`config.mk`:
```
export PLATFORM = sky130hd
export DESIGN_NAME = serial_codec_register_writer
export DESIGN_NICKNAME = d
export VERILOG_FILES = /design/src/scrw_pkg.sv /design/src/scrw_front.sv /design/src/scrw_cmd_queue.sv /design/src/scrw_back.sv /design/src/serial_codec_register_writer.sv
export SDC_FILE = /design/constraint.sdc
export NUM_CORES = 1
export LEC_CHECK = 0
export BUFFER_PORTS_ARGS = -buffer_cell sky130_fd_sc_hd__buf_4
export CORE_MARGIN = 4
export CORE_UTILIZATION = 58
export DETAILED_ROUTE_END_ITERATION = 6
export PLACE_DENSITY = 0.75
export SYNTH_ARGS = -nofsm -noshare
export SYNTH_HDL_FRONTEND = slang
export SYNTH_SLANG_ARGS = --single-unit
```
`constraint.sdc`:
```
create_clock -name clk -period 5.7 [get_ports clk]
set_clock_uncertainty 0.2 [all_clocks]
set_input_delay 1.14 -clock clk [delete_from_list [all_inputs] [get_ports clk]]
set_output_delay 1.14 -clock clk [all_outputs]
set_load 0.01 [all_outputs]
```
`src/scrw_pkg.sv`:
```
// ----------------------------------------------------------------------------
// scrw_pkg
// Shared types and constants for the serial codec register writer.
// ----------------------------------------------------------------------------
package scrw_pkg;

    localparam int GPIO_WIDTH  = 24;
    localparam int FRAME_BITS  = 16;
    localparam int BIT_IDX_W   = $clog2(FRAME_BITS);
    localparam int CFG_IDX_W   = 3;
    localparam int ADDR_SENT_W = 5;

    localparam logic [BIT_IDX_W-1:0] BIT_FIRST = BIT_IDX_W'(FRAME_BITS - 1);
    localparam logic [BIT_IDX_W-1:0] BIT_LAST  = '0;

    // configuration register indexes
    localparam logic [CFG_IDX_W-1:0] REG_CLOCK_BITS       = 3'd0;
    localparam logic [CFG_IDX_W-1:0] REG_DATA_BITS        = 3'd1;
    localparam logic [CFG_IDX_W-1:0] REG_SELECT_BITS      = 3'd2;
    localparam logic [CFG_IDX_W-1:0] REG_SELECT_PATTERN   = 3'd3;
    localparam logic [CFG_IDX_W-1:0] REG_IDLE_PATTERN     = 3'd4;
    localparam logic [CFG_IDX_W-1:0] REG_FORCE_SET_BITS   = 3'd5;
    localparam logic [CFG_IDX_W-1:0] REG_FORCE_CLEAR_BITS = 3'd6;
    localparam logic [CFG_IDX_W-1:0] REG_CS_STYLE         = 3'd7;

    localparam int CS_START_HIGH = 0;
    localparam int CS_NEW_SCHEME = 1;

    typedef logic [GPIO_WIDTH-1:0] word_t;

    // masks the sequencer needs while words go out
    typedef struct packed {
        word_t clock_bits;
        word_t data_bits;
        word_t select_bits;
        word_t idle_pattern;
    } seq_cfg_t;

    // one classified request, as queued between front and back
    typedef struct packed {
        word_t                 start_word;
        logic [FRAME_BITS-1:0] frame;
        logic                  emit_first;
        logic                  separate;
        logic                  desel;
    } cmd_t;

    typedef enum logic [2:0] {
        BK_IDLE,
        BK_FIRST,
        BK_BITS,
        BK_DESEL,
        BK_LAST
    } back_state_t;

    typedef enum logic [1:0] {
        PH_FALL,
        PH_DATA,
        PH_RISE
    } phase_t;

endpackage

```
`src/scrw_front.sv`:
```
// ----------------------------------------------------------------------------
// scrw_front
// Configuration registers and request classification: forms the frame and
// the starting word and picks the chip select framing.
// ----------------------------------------------------------------------------
module scrw_front
(
    input  logic                                 clk,
    input  logic                                 rst_n,
    input  logic                                 cfg_valid,
    output logic                                 cfg_ready,
    input  logic [scrw_pkg::CFG_IDX_W-1:0]       cfg_index,
    input  logic [scrw_pkg::GPIO_WIDTH-1:0]      cfg_data,
    input  logic [scrw_pkg::GPIO_WIDTH-1:0]      gpio_now,
    input  logic [1:0]                           chip_code,
    input  logic [7:0]                           reg_addr,
    input  logic [7:0]                           reg_data,
    output scrw_pkg::cmd_t                       cmd,
    output scrw_pkg::seq_cfg_t                   seq_cfg
);

    scrw_pkg::word_t clock_bits_reg,       clock_bits_next;
    scrw_pkg::word_t data_bits_reg,        data_bits_next;
    scrw_pkg::word_t select_bits_reg,      select_bits_next;
    scrw_pkg::word_t select_pattern_reg,   select_pattern_next;
    scrw_pkg::word_t idle_pattern_reg,     idle_pattern_next;
    scrw_pkg::word_t force_set_bits_reg,   force_set_bits_next;
    scrw_pkg::word_t force_clear_bits_reg, force_clear_bits_next;
    logic [1:0]      cs_style_reg,         cs_style_next;

    scrw_pkg::word_t base_word;
    logic            new_scheme;
    logic            start_high;
    logic            separate;

    assign cfg_ready = 1'b1;

    always_comb
    begin
        clock_bits_next       = clock_bits_reg;
        data_bits_next        = data_bits_reg;
        select_bits_next      = select_bits_reg;
        select_pattern_next   = select_pattern_reg;
        idle_pattern_next     = idle_pattern_reg;
        force_set_bits_next   = force_set_bits_reg;
        force_clear_bits_next = force_clear_bits_reg;
        cs_style_next         = cs_style_reg;
        if (cfg_valid)
        begin
            unique case (cfg_index)
                scrw_pkg::REG_CLOCK_BITS:       clock_bits_next       = cfg_data;
                scrw_pkg::REG_DATA_BITS:        data_bits_next        = cfg_data;
                scrw_pkg::REG_SELECT_BITS:      select_bits_next      = cfg_data;
                scrw_pkg::REG_SELECT_PATTERN:   select_pattern_next   = cfg_data;
                scrw_pkg::REG_IDLE_PATTERN:     idle_pattern_next     = cfg_data;
                scrw_pkg::REG_FORCE_SET_BITS:   force_set_bits_next   = cfg_data;
                scrw_pkg::REG_FORCE_CLEAR_BITS: force_clear_bits_next = cfg_data;
                scrw_pkg::REG_CS_STYLE:         cs_style_next         = cfg_data[1:0];
                default:                        ;
            endcase
        end
    end

    always_ff @(posedge clk or negedge rst_n)
    begin
        if (!rst_n)
        begin
            clock_bits_reg       <= '0;
            data_bits_reg        <= '0;
            select_bits_reg      <= '0;
            select_pattern_reg   <= '0;
            idle_pattern_reg     <= '0;
            force_set_bits_reg   <= '0;
            force_clear_bits_reg <= '0;
            cs_style_reg         <= '0;
        end
        else
        begin
            clock_bits_reg       <= clock_bits_next;
            data_bits_reg        <= data_bits_next;
            select_bits_reg      <= select_bits_next;
            select_pattern_reg   <= select_pattern_next;
            idle_pattern_reg     <= idle_pattern_next;
            force_set_bits_reg   <= force_set_bits_next;
            force_clear_bits_reg <= force_clear_bits_next;
            cs_style_reg         <= cs_style_next;
        end
    end

    assign new_scheme = cs_style_reg[scrw_pkg::CS_NEW_SCHEME];
    assign start_high = cs_style_reg[scrw_pkg::CS_START_HIGH];
    assign separate   = new_scheme && (select_bits_reg != select_pattern_reg);

    always_comb
    begin
        base_word = gpio_now | force_set_bits_reg;
        if (new_scheme)
        begin
            base_word = base_word & ~force_clear_bits_reg;
        end

        cmd.frame      = {chip_code, 1'b1, reg_addr[scrw_pkg::ADDR_SENT_W-1:0], reg_data};
        cmd.separate   = separate;
        cmd.desel      = !separate && start_high;
        priority if (separate)
        begin
            cmd.start_word = (base_word & ~select_bits_reg) | select_pattern_reg;
            cmd.emit_first = 1'b1;
        end
        else if (start_high)
        begin
            // select raised silently; no word for it
            cmd.start_word = base_word | select_bits_reg;
            cmd.emit_first = 1'b0;
        end
        else
        begin
            cmd.start_word = base_word & ~select_bits_reg;
            cmd.emit_first = 1'b1;
        end
    end

    assign seq_cfg.clock_bits   = clock_bits_reg;
    assign seq_cfg.data_bits    = data_bits_reg;
    assign seq_cfg.select_bits  = select_bits_reg;
    assign seq_cfg.idle_pattern = idle_pattern_reg;

endmodule

```
`src/scrw_cmd_queue.sv`:
```
// ----------------------------------------------------------------------------
// scrw_cmd_queue
// Two-entry queue of classified requests between front and back.
// ----------------------------------------------------------------------------
module scrw_cmd_queue
(
    input  logic           clk,
    input  logic           rst_n,
    input  logic           wr_en,
    input  scrw_pkg::cmd_t wr_cmd,
    output logic           full,
    input  logic           rd_en,
    output scrw_pkg::cmd_t rd_cmd,
    output logic           empty
);

    scrw_pkg::cmd_t entry_reg [2];
    logic           wr_ptr_reg, wr_ptr_next;
    logic           rd_ptr_reg, rd_ptr_next;
    logic [1:0]     count_reg,  count_next;

    assign full   = (count_reg == 2'd2);
    assign empty  = (count_reg == 2'd0);
    assign rd_cmd = entry_reg[rd_ptr_reg];

    always_comb
    begin
        wr_ptr_next = wr_en ? ~wr_ptr_reg : wr_ptr_reg;
        rd_ptr_next = rd_en ? ~rd_ptr_reg : rd_ptr_reg;
        count_next  = count_reg + 2'(wr_en) - 2'(rd_en);
    end

    always_ff @(posedge clk or negedge rst_n)
    begin
        if (!rst_n)
        begin
            wr_ptr_reg <= 1'b0;
            rd_ptr_reg <= 1'b0;
            count_reg  <= '0;
        end
        else
        begin
            wr_ptr_reg <= wr_ptr_next;
            rd_ptr_reg <= rd_ptr_next;
            count_reg  <= count_next;
        end
    end

    always_ff @(posedge clk)
    begin
        if (wr_en)
        begin
            entry_reg[wr_ptr_reg] <= wr_cmd;
        end
    end

endmodule

```
`src/scrw_back.sv`:
```
// ----------------------------------------------------------------------------
// scrw_back
// Word sequencer: walks one request through its fifty GPIO words and holds
// the oldest word in an output register.
// ----------------------------------------------------------------------------
module scrw_back
(
    input  logic                   clk,
    input  logic                   rst_n,
    input  scrw_pkg::seq_cfg_t     seq_cfg,
    input  scrw_pkg::cmd_t         q_cmd,
    input  logic                   q_empty,
    output logic                   q_pop,
    output logic                   empty,
    input  logic                   pop,
    output scrw_pkg::word_t        gpio_word,
    output logic                   last_word
);

    scrw_pkg::back_state_t               state_reg, state_next;
    scrw_pkg::phase_t                    phase_reg, phase_next;
    logic [scrw_pkg::BIT_IDX_W-1:0]      bit_reg,   bit_next;
    scrw_pkg::word_t                     w_reg;
    logic [scrw_pkg::FRAME_BITS-1:0]     frame_reg;
    logic                                sep_reg;
    logic                                desel_reg;
    scrw_pkg::word_t                     out_word_reg;
    logic                                out_last_reg;
    logic                                out_valid_reg, out_valid_next;

    logic            adv;
    logic            load;
    logic            emit;
    logic            emit_last;
    scrw_pkg::word_t word;

    // output slot free, or its word is being taken this cycle
    assign adv = !out_valid_reg || pop;

    always_comb
    begin
        state_next = state_reg;
        phase_next = phase_reg;
        bit_next   = bit_reg;
        load       = 1'b0;
        unique case (state_reg)
            scrw_pkg::BK_IDLE:
            begin
                if (!q_empty)
                begin
                    load = 1'b1;
                end
            end
            scrw_pkg::BK_FIRST:
            begin
                if (adv)
                begin
                    state_next = scrw_pkg::BK_BITS;
                end
            end
            scrw_pkg::BK_BITS:
            begin
                if (adv)
                begin
                    unique case (phase_reg)
                        scrw_pkg::PH_FALL: phase_next = scrw_pkg::PH_DATA;
                        scrw_pkg::PH_DATA: phase_next = scrw_pkg::PH_RISE;
                        default:
                        begin
                            phase_next = scrw_pkg::PH_FALL;
                            if (bit_reg == scrw_pkg::BIT_LAST)
                            begin
                                state_next = desel_reg ? scrw_pkg::BK_DESEL
                                                       : scrw_pkg::BK_LAST;
                            end
                            else
                            begin
                                bit_next = bit_reg - 1'b1;
                            end
                        end
                    endcase
                end
            end
            scrw_pkg::BK_DESEL:
            begin
                if (adv)
                begin
                    state_next = scrw_pkg::BK_LAST;
                end
            end
            default:
            begin
                if (adv)
                begin
                    // pick up the next request without a gap
                    if (!q_empty)
                    begin
                        load = 1'b1;
                    end
                    else
                    begin
                        state_next = scrw_pkg::BK_IDLE;
                    end
                end
            end
        endcase
        if (load)
        begin
            state_next = q_cmd.emit_first ? scrw_pkg::BK_FIRST : scrw_pkg::BK_BITS;
            phase_next = scrw_pkg::PH_FALL;
            bit_next   = scrw_pkg::BIT_FIRST;
        end
    end

    always_comb
    begin
        word      = w_reg;
        emit      = 1'b0;
        emit_last = 1'b0;
        unique case (state_reg)
            scrw_pkg::BK_IDLE:
            begin
                word = w_reg;
            end
            scrw_pkg::BK_FIRST:
            begin
                emit = adv;
            end
            scrw_pkg::BK_BITS:
            begin
                emit = adv;
                unique case (phase_reg)
                    scrw_pkg::PH_FALL: word = w_reg & ~seq_cfg.clock_bits;
                    scrw_pkg::PH_DATA:
                    begin
                        word = frame_reg[bit_reg] ? (w_reg | seq_cfg.data_bits)
                                                  : (w_reg & ~seq_cfg.data_bits);
                    end
                    default:           word = w_reg | seq_cfg.clock_bits;
                endcase
            end
            scrw_pkg::BK_DESEL:
            begin
                emit = adv;
                word = w_reg & ~seq_cfg.select_bits;
            end
            default:
            begin
                emit      = adv;
                emit_last = 1'b1;
                word      = sep_reg ? ((w_reg & ~seq_cfg.select_bits) | seq_cfg.idle_pattern)
                                    : (w_reg | seq_cfg.select_bits);
            end
        endcase
    end

    assign q_pop = load;

    always_comb
    begin
        out_valid_next = out_valid_reg;
        if (emit)
        begin
            out_valid_next = 1'b1;
        end
        else if (pop)
        begin
            out_valid_next = 1'b0;
        end
    end

    always_ff @(posedge clk or negedge rst_n)
    begin
        if (!rst_n)
        begin
            state_reg     <= scrw_pkg::BK_IDLE;
            phase_reg     <= scrw_pkg::PH_FALL;
            bit_reg       <= '0;
            out_valid_reg <= 1'b0;
        end
        else
        begin
            state_reg     <= state_next;
            phase_reg     <= phase_next;
            bit_reg       <= bit_next;
            out_valid_reg <= out_valid_next;
        end
    end

    always_ff @(posedge clk)
    begin
        if (load)
        begin
            w_reg     <= q_cmd.start_word;
            frame_reg <= q_cmd.frame;
            sep_reg   <= q_cmd.separate;
            desel_reg <= q_cmd.desel;
        end
        else if (emit)
        begin
            w_reg <= word;
        end
        if (emit)
        begin
            out_word_reg <= word;
            out_last_reg <= emit_last;
        end
    end

    assign empty     = !out_valid_reg;
    assign gpio_word = out_word_reg;
    assign last_word = out_last_reg;

endmodule

```
`src/serial_codec_register_writer.sv`:
```
// ----------------------------------------------------------------------------
// serial_codec_register_writer
// Turns codec register write requests into the GPIO word sequence that
// bit-bangs a 16-bit write frame over a three-wire serial port.
// ----------------------------------------------------------------------------
// Usage:
//   Requests enter through push/full: gpio_now, chip_code, reg_addr and
//   reg_data are taken when push is high and full is low. Two classified
//   requests can wait in the internal queue besides the one being sent.
//   Results leave through empty/pop: gpio_word and last_word show the oldest
//   word while empty is low; pop takes it. Every request gives exactly 50
//   words, the last one with last_word set.
//   A request passes through the queue and the sequencer registers into the
//   output register. The word sequencer produces one word per cycle while no
//   word waits unpopped; back-to-back requests leave as an unbroken stream.
//   If pop is held low the output register holds its word and the sequencer
//   waits; requests still queue until full rises.
//   Configuration registers are written through cfg_valid/cfg_ready with
//   cfg_index and cfg_data; cfg_ready is always high. Write them only while
//   no request is in flight.
//   Reset clears all configuration registers, empties the queue and the
//   output register; no clearing pass is needed.
// ----------------------------------------------------------------------------
module serial_codec_register_writer
(
    input  logic                             clk,
    input  logic                             rst_n,
    input  logic                             push,
    output logic                             full,
    input  logic [scrw_pkg::GPIO_WIDTH-1:0]  gpio_now,
    input  logic [1:0]                       chip_code,
    input  logic [7:0]                       reg_addr,
    input  logic [7:0]                       reg_data,
    output logic                             empty,
    input  logic                             pop,
    output logic [scrw_pkg::GPIO_WIDTH-1:0]  gpio_word,
    output logic                             last_word,
    input  logic                             cfg_valid,
    output logic                             cfg_ready,
    input  logic [scrw_pkg::CFG_IDX_W-1:0]   cfg_index,
    input  logic [scrw_pkg::GPIO_WIDTH-1:0]  cfg_data
);

    scrw_pkg::cmd_t     front_cmd;
    scrw_pkg::cmd_t     q_cmd;
    scrw_pkg::seq_cfg_t seq_cfg;
    logic               q_wr;
    logic               q_rd;
    logic               q_empty;

    assign q_wr = push && !full;

    scrw_front u_front
    (
        .clk       (clk),
        .rst_n     (rst_n),
        .cfg_valid (cfg_valid),
        .cfg_ready (cfg_ready),
        .cfg_index (cfg_index),
        .cfg_data  (cfg_data),
        .gpio_now  (gpio_now),
        .chip_code (chip_code),
        .reg_addr  (reg_addr),
        .reg_data  (reg_data),
        .cmd       (front_cmd),
        .seq_cfg   (seq_cfg)
    );

    scrw_cmd_queue u_queue
    (
        .clk    (clk),
        .rst_n  (rst_n),
        .wr_en  (q_wr),
        .wr_cmd (front_cmd),
        .full   (full),
        .rd_en  (q_rd),
        .rd_cmd (q_cmd),
        .empty  (q_empty)
    );

    scrw_back u_back
    (
        .clk       (clk),
        .rst_n     (rst_n),
        .seq_cfg   (seq_cfg),
        .q_cmd     (q_cmd),
        .q_empty   (q_empty),
        .q_pop     (q_rd),
        .empty     (empty),
        .pop       (pop),
        .gpio_word (gpio_word),
        .last_word (last_word)
    );

endmodule

```
Word-level counts from Yosys, hierarchy flattened --
Memory sizes are Yosys's and may differ from the RTL's. Cells that the tools add are included. W data, S select, Z words.
Word-level totals: memories 1, ROM bits 0, bits in registers 251, input bits 74, bits in writable memories 84, bits in latches 0, word-level logic and storage cells 136
Memories:
- u_queue.entry_reg | words 2, width 42, rd ports 1, clocked after Yosys merged registers in 0, write ports 1, RTL line scrw_cmd_queue.sv:17 | scrw_pkg::cmd_t entry_reg [2];
Cells by class: shifts and indexed selects 0, add/subtract/negate cells 3, order comparisons 1, bitwise operators 18, equality and inequality tests 18, mux-type cells 42, $mul 0, reductions and logical operators 32, divide/modulo/power cells 0
Operators by type and width (number):
- $mux W24 | 7
- $or A24 B24 Y24 | 7
- $and A24 B24 Y24 | 5
- $not A24 Y24 | 4
- $pmux W24 S3 | 1
- $pmux W24 S2 | 1
- $mux W3 | 9
- $ne A24 B24 Y1 | 1
- $mux W4 | 5
- $reduce_and A2 Y1 | 9
- $eq A3 B2 Y1 const B | 4
- $eq A3 B3 Y1 const B | 4
- $pmux W3 S4 | 1
- $mux W1 | 11
- $mux W2 | 4
- $reduce_bool A2 Y1 | 4
- $eq A3 B1 Y1 const B | 2
- $logic_not A3 Y1 | 2
- $lt A4 B5 Y1 const B | 1
- $reduce_and A5 Y1 | 1
- $reduce_bool A5 Y1 | 1
- $bmux W1 S4 | 1
- $logic_not A2 Y1 | 2
- $logic_not A4 Y1 | 1
- 19 further kinds | 26

Longest topological paths before layout --
depth after elaboration 7, depth in mapped cells 13

Cells and area by module --
Synthesis repeated with hierarchy kept, for this count alone.
Unflattened totals: cell total of the unflattened synthesis 1255, area, all modules 16792.4 µm²
By module, submodules not included:
- scrw_front | times used 1, cells each 574, area an instance 7678.6 µm²
- scrw_back | times used 1, cells each 531, area an instance 5599.1 µm²
- scrw_cmd_queue | times used 1, cells each 149, area an instance 3500.9 µm²
- serial_codec_register_writer | times used 1, cells each 1, area an instance 13.8 µm²

Worst setup path after synthesis --
OpenSTA, ideal clock, no wires.
path kind input to register, start input port push, end memory u_queue.entry_reg[0][0] (netlist bit) (enable), data required time 5059 ps, setup time 441 ps, path buffers 0, cell stages on the path 2, arrival 2996 ps, slack 2062 ps, cell sequence nand2_1 > nor2_1
Between the ends: word-level cells in the longest chain between the ends 3
Ends and longest elaborated chain:
- start: declaration | RTL line serial_codec_register_writer.sv:28 | input logic push,
- $logic_and A1 B1 Y1 | RTL line serial_codec_register_writer.sv:51 | assign q_wr = push && !full;
- $mux W1 | RTL line scrw_cmd_queue.sv:51 | if (wr_en)
- $mux W1 (not written as such) | RTL line scrw_cmd_queue.sv:53 | entry_reg[wr_ptr_reg] <= wr_cmd;
- end: declaration | RTL line scrw_cmd_queue.sv:17
No other way between the ends.

==> flow_summary.ini <==
[sta]
post-route-period-util_pct = 58.6
finalSetupTns_ps = 0
finalSetupViolations = 0
rsz0062_at_grt = false
max_freq_mhz = 299
slew_headroom_pct = 18.7
hold_violations = 0
slew_violations = 0
layout_setup_ws_ps = 2360
worst-slew-pin-transition_ps = 1220
layout_min_cycle_time_ps = 3340

[clock_tree]
cts_resized = 0
clockBufferDepth = 3
root_buffer = clkbuf_16
cts_hold_buf = 0
postCtsSetupBuffers = 0
clk-insertion-delay-late_ps = 520
cts_buffers = 37
htreeDepth = 2
clock-sinks = 334
cts_tree = yes
clkSlewWorstSetupHoldPaths_ps = 60

[logic_synthesis]
synth.net_count = 1380
syn_area_um2 = 16300
synth_top_cell_by_area = dfrtp_1
syn_inst = 1303
synthArstFlopShare_pct = 55.1
synth_seq_cells = 334
synthTopCellsByArea = dfrtp_1 (28%), edfxtp_1 (28%), mux2_2 (15%)
yosysSeqAreaShare_pct = 55.7
yosysTopAreaCellShare_pct = 28.2
synth_top_flop_cell = dfrtp_1
avgSynthCellArea_um2 = 12.5
synth.distinct_cells = 56
yosysWarnings = 0
synth_edf_count = 150

[layout]
drive_gt1_share_pct = 31.4
syn2layout_area_growth_pct = 13.1
multi_input_area_um2 = 6550
final_common_cell = mux2_2
diodes = 0
num-nets-final = 1445
nFillCells = 2110
largest_register_ffs = 84
mostFrequentLayoutCells = mux2_2 (217), dfrtp_1 (183), edfxtp_1 (150)
seq_area_um2 = 9110

[floorplan]
fp.dieArea_um2 = 30900
start_util_pct = 58.8
fp.dieW_um = 176
io_pins = 102
die_h_um = 176
rows = 61
core_um2 = 27800

[critical_path]
cp_max_fo = 18
worstPathRequired_ps = 5830
arrival_ps = 3470
cp-end-kind = register
r2r_slack_ps = 2360
rr_worst_depth = 6
r2r-end = u_queue.entry_reg[0][31]$_DFFE_PP_
path_class = register to register
cp-start-kind = register
r2r-start = u_front.select_bits_reg[4]$_DFFE_PN0P_

[min_path]
hold_class = register to register
hold_start = u_front.force_set_bits_reg[7]$_DFFE_PN0P_
hold_depth = 1
min_to = u_front.force_set_bits_reg[7]$_DFFE_PN0P_

[route]
avgRoutedWirePerCell_um = 22.5
wl_mm = 39.9
via_per_inst = 6.18
initialDrtViolationCount = 1057
dr_total_vias = 11000
postRouteAntennaNets = 0
drc = 0
first_pass_iters = 5

[placement]
hpwl_mm = 23.8
post-place-ws_ps = 2030
place.gp.congestion = 0.811
portBuffers = 97

[power_and_ir_drop]
p_leak_nw = 7.59
powerDensity_nw_per_um2 = 537
ir_drop_v = 0.000343

[global_routing]
grt_pass1_wl_mm = 61.1
grt_usage_pct = 25.7
grt_max_degree = 86
grt_overflow_total = 0
grt_pass1_vias = 10600
grt_antenna_before_repair = 0

[flow_run]
cap_violations = 0

[status]
status = finished clean
[Yosys cell counts, types with 4 or more instances]
cell type / n
buf_1: 13
mux2i_1: 74
buf_6: 12
o21ai_0: 99
a22oi_1: 23
edfxtp_1: 150
clkbuf_1: 44
dfrtp_1: 184
buf_4: 5
mux2_2: 217
nand4_1: 4
buf_2: 21
o21ai_1: 22
nor2_1: 56
xor2_1: 15
and3_1: 47
inv_1: 58
nor3_1: 25
nand2b_1: 8
o211ai_1: 26
a221oi_2: 20
a211oi_1: 25
and2_1: 24
a21oi_1: 29
nand2_1: 40
xnor2_1: 15
[power by group]
group	switching (mW)	total (mW)	internal, mW
sequential	0.472	3.99	3.52
combinational	2.13	3.61	1.48
clock	0.936	2.31	1.38
total	3.54	9.92	6.37
[through the flow]
stage                     hold WS (ps)  cell area, um2  cells  power (mW)  util [%]
after global placement             288           17300   1707        7.47      62.2
after detailed placement           294           17300   1707        7.59      62.2
final                              304           18500   1775        9.92      66.5
after global routing               313           18500   1775        10.4      66.5
after CTS                          306           18500   1775        9.92      66.5
after floorplan                    261           16300   1303        6.48         -
[metal layers]
metal / vias up / wire length [um] / GRT usage (%)
met5: - / 0 / 0
met4: 0 / 1430 / 9.10
met3: 96 / 2690 / 3.68
met1: 5520 / 16800 / 35.5
li1: 4921 / - / -
met2: 428 / 19000 / 42.0
[cells by family after synthesis]
logic type / count (synthesis) / share of synthesized area, %
XOR/XNOR: 31 / 1.71
AO/OA/AOI/OAI: 258 / 10.6
multiplexers: 291 / 19.5
buffers and inverters: 156 / 4.62
adder cells (fa/ha/maj): 3 / 0.230
flip-flops: 334 / 55.7
AND/OR/NAND/NOR: 229 / 7.59
other: 1 / 0.0229
[layout make-up]
type | instances | share of cell area (%)
clock inverter | 9 | 0.271
timing repair buffer | 123 | 5.03
sequential | 334 | 49.3
clock buffer | 59 | 6.18
tap | 378 | 2.56
multi-input combinational | 813 | 35.4
inverter | 59 | 1.21
[worst max-delay path: stages (launching register included)]
cell	delay [ps]
dfrtp_1	460
xor2_1	250
nor4_2	390
nand4_1	260
o31ai_4	780
buf_4	510
mux2i_1	290
[worst max-delay path by stage]
stage / startpoint / endpoint / slack [ps] / cells past startpoint
final: u_front.select_bits_reg[4]$_DFFE_PN0P_ / u_queue.entry_reg[0][31]$_DFFE_PP_ / 2360 / 6
after global routing: u_back.state_reg[2]$_DFFE_PN0P_ / u_queue.count_reg[1]$_DFF_PN0_ / 2300 / 9
after CTS: u_front.select_bits_reg[12]$_DFFE_PN0P_ / u_queue.entry_reg[1][31]$_DFFE_PP_ / 2380 / 6
after detailed placement: pop / u_queue.count_reg[1]$_DFF_PN0_ / 2030 / 10
after global placement: pop / u_queue.count_reg[1]$_DFF_PN0_ / 2050 / 10
after floorplan: push / u_queue.entry_reg[0][0]$_DFFE_PP_ / 2060 / 2
No activity file was read; power rests on OpenSTA's default activity.
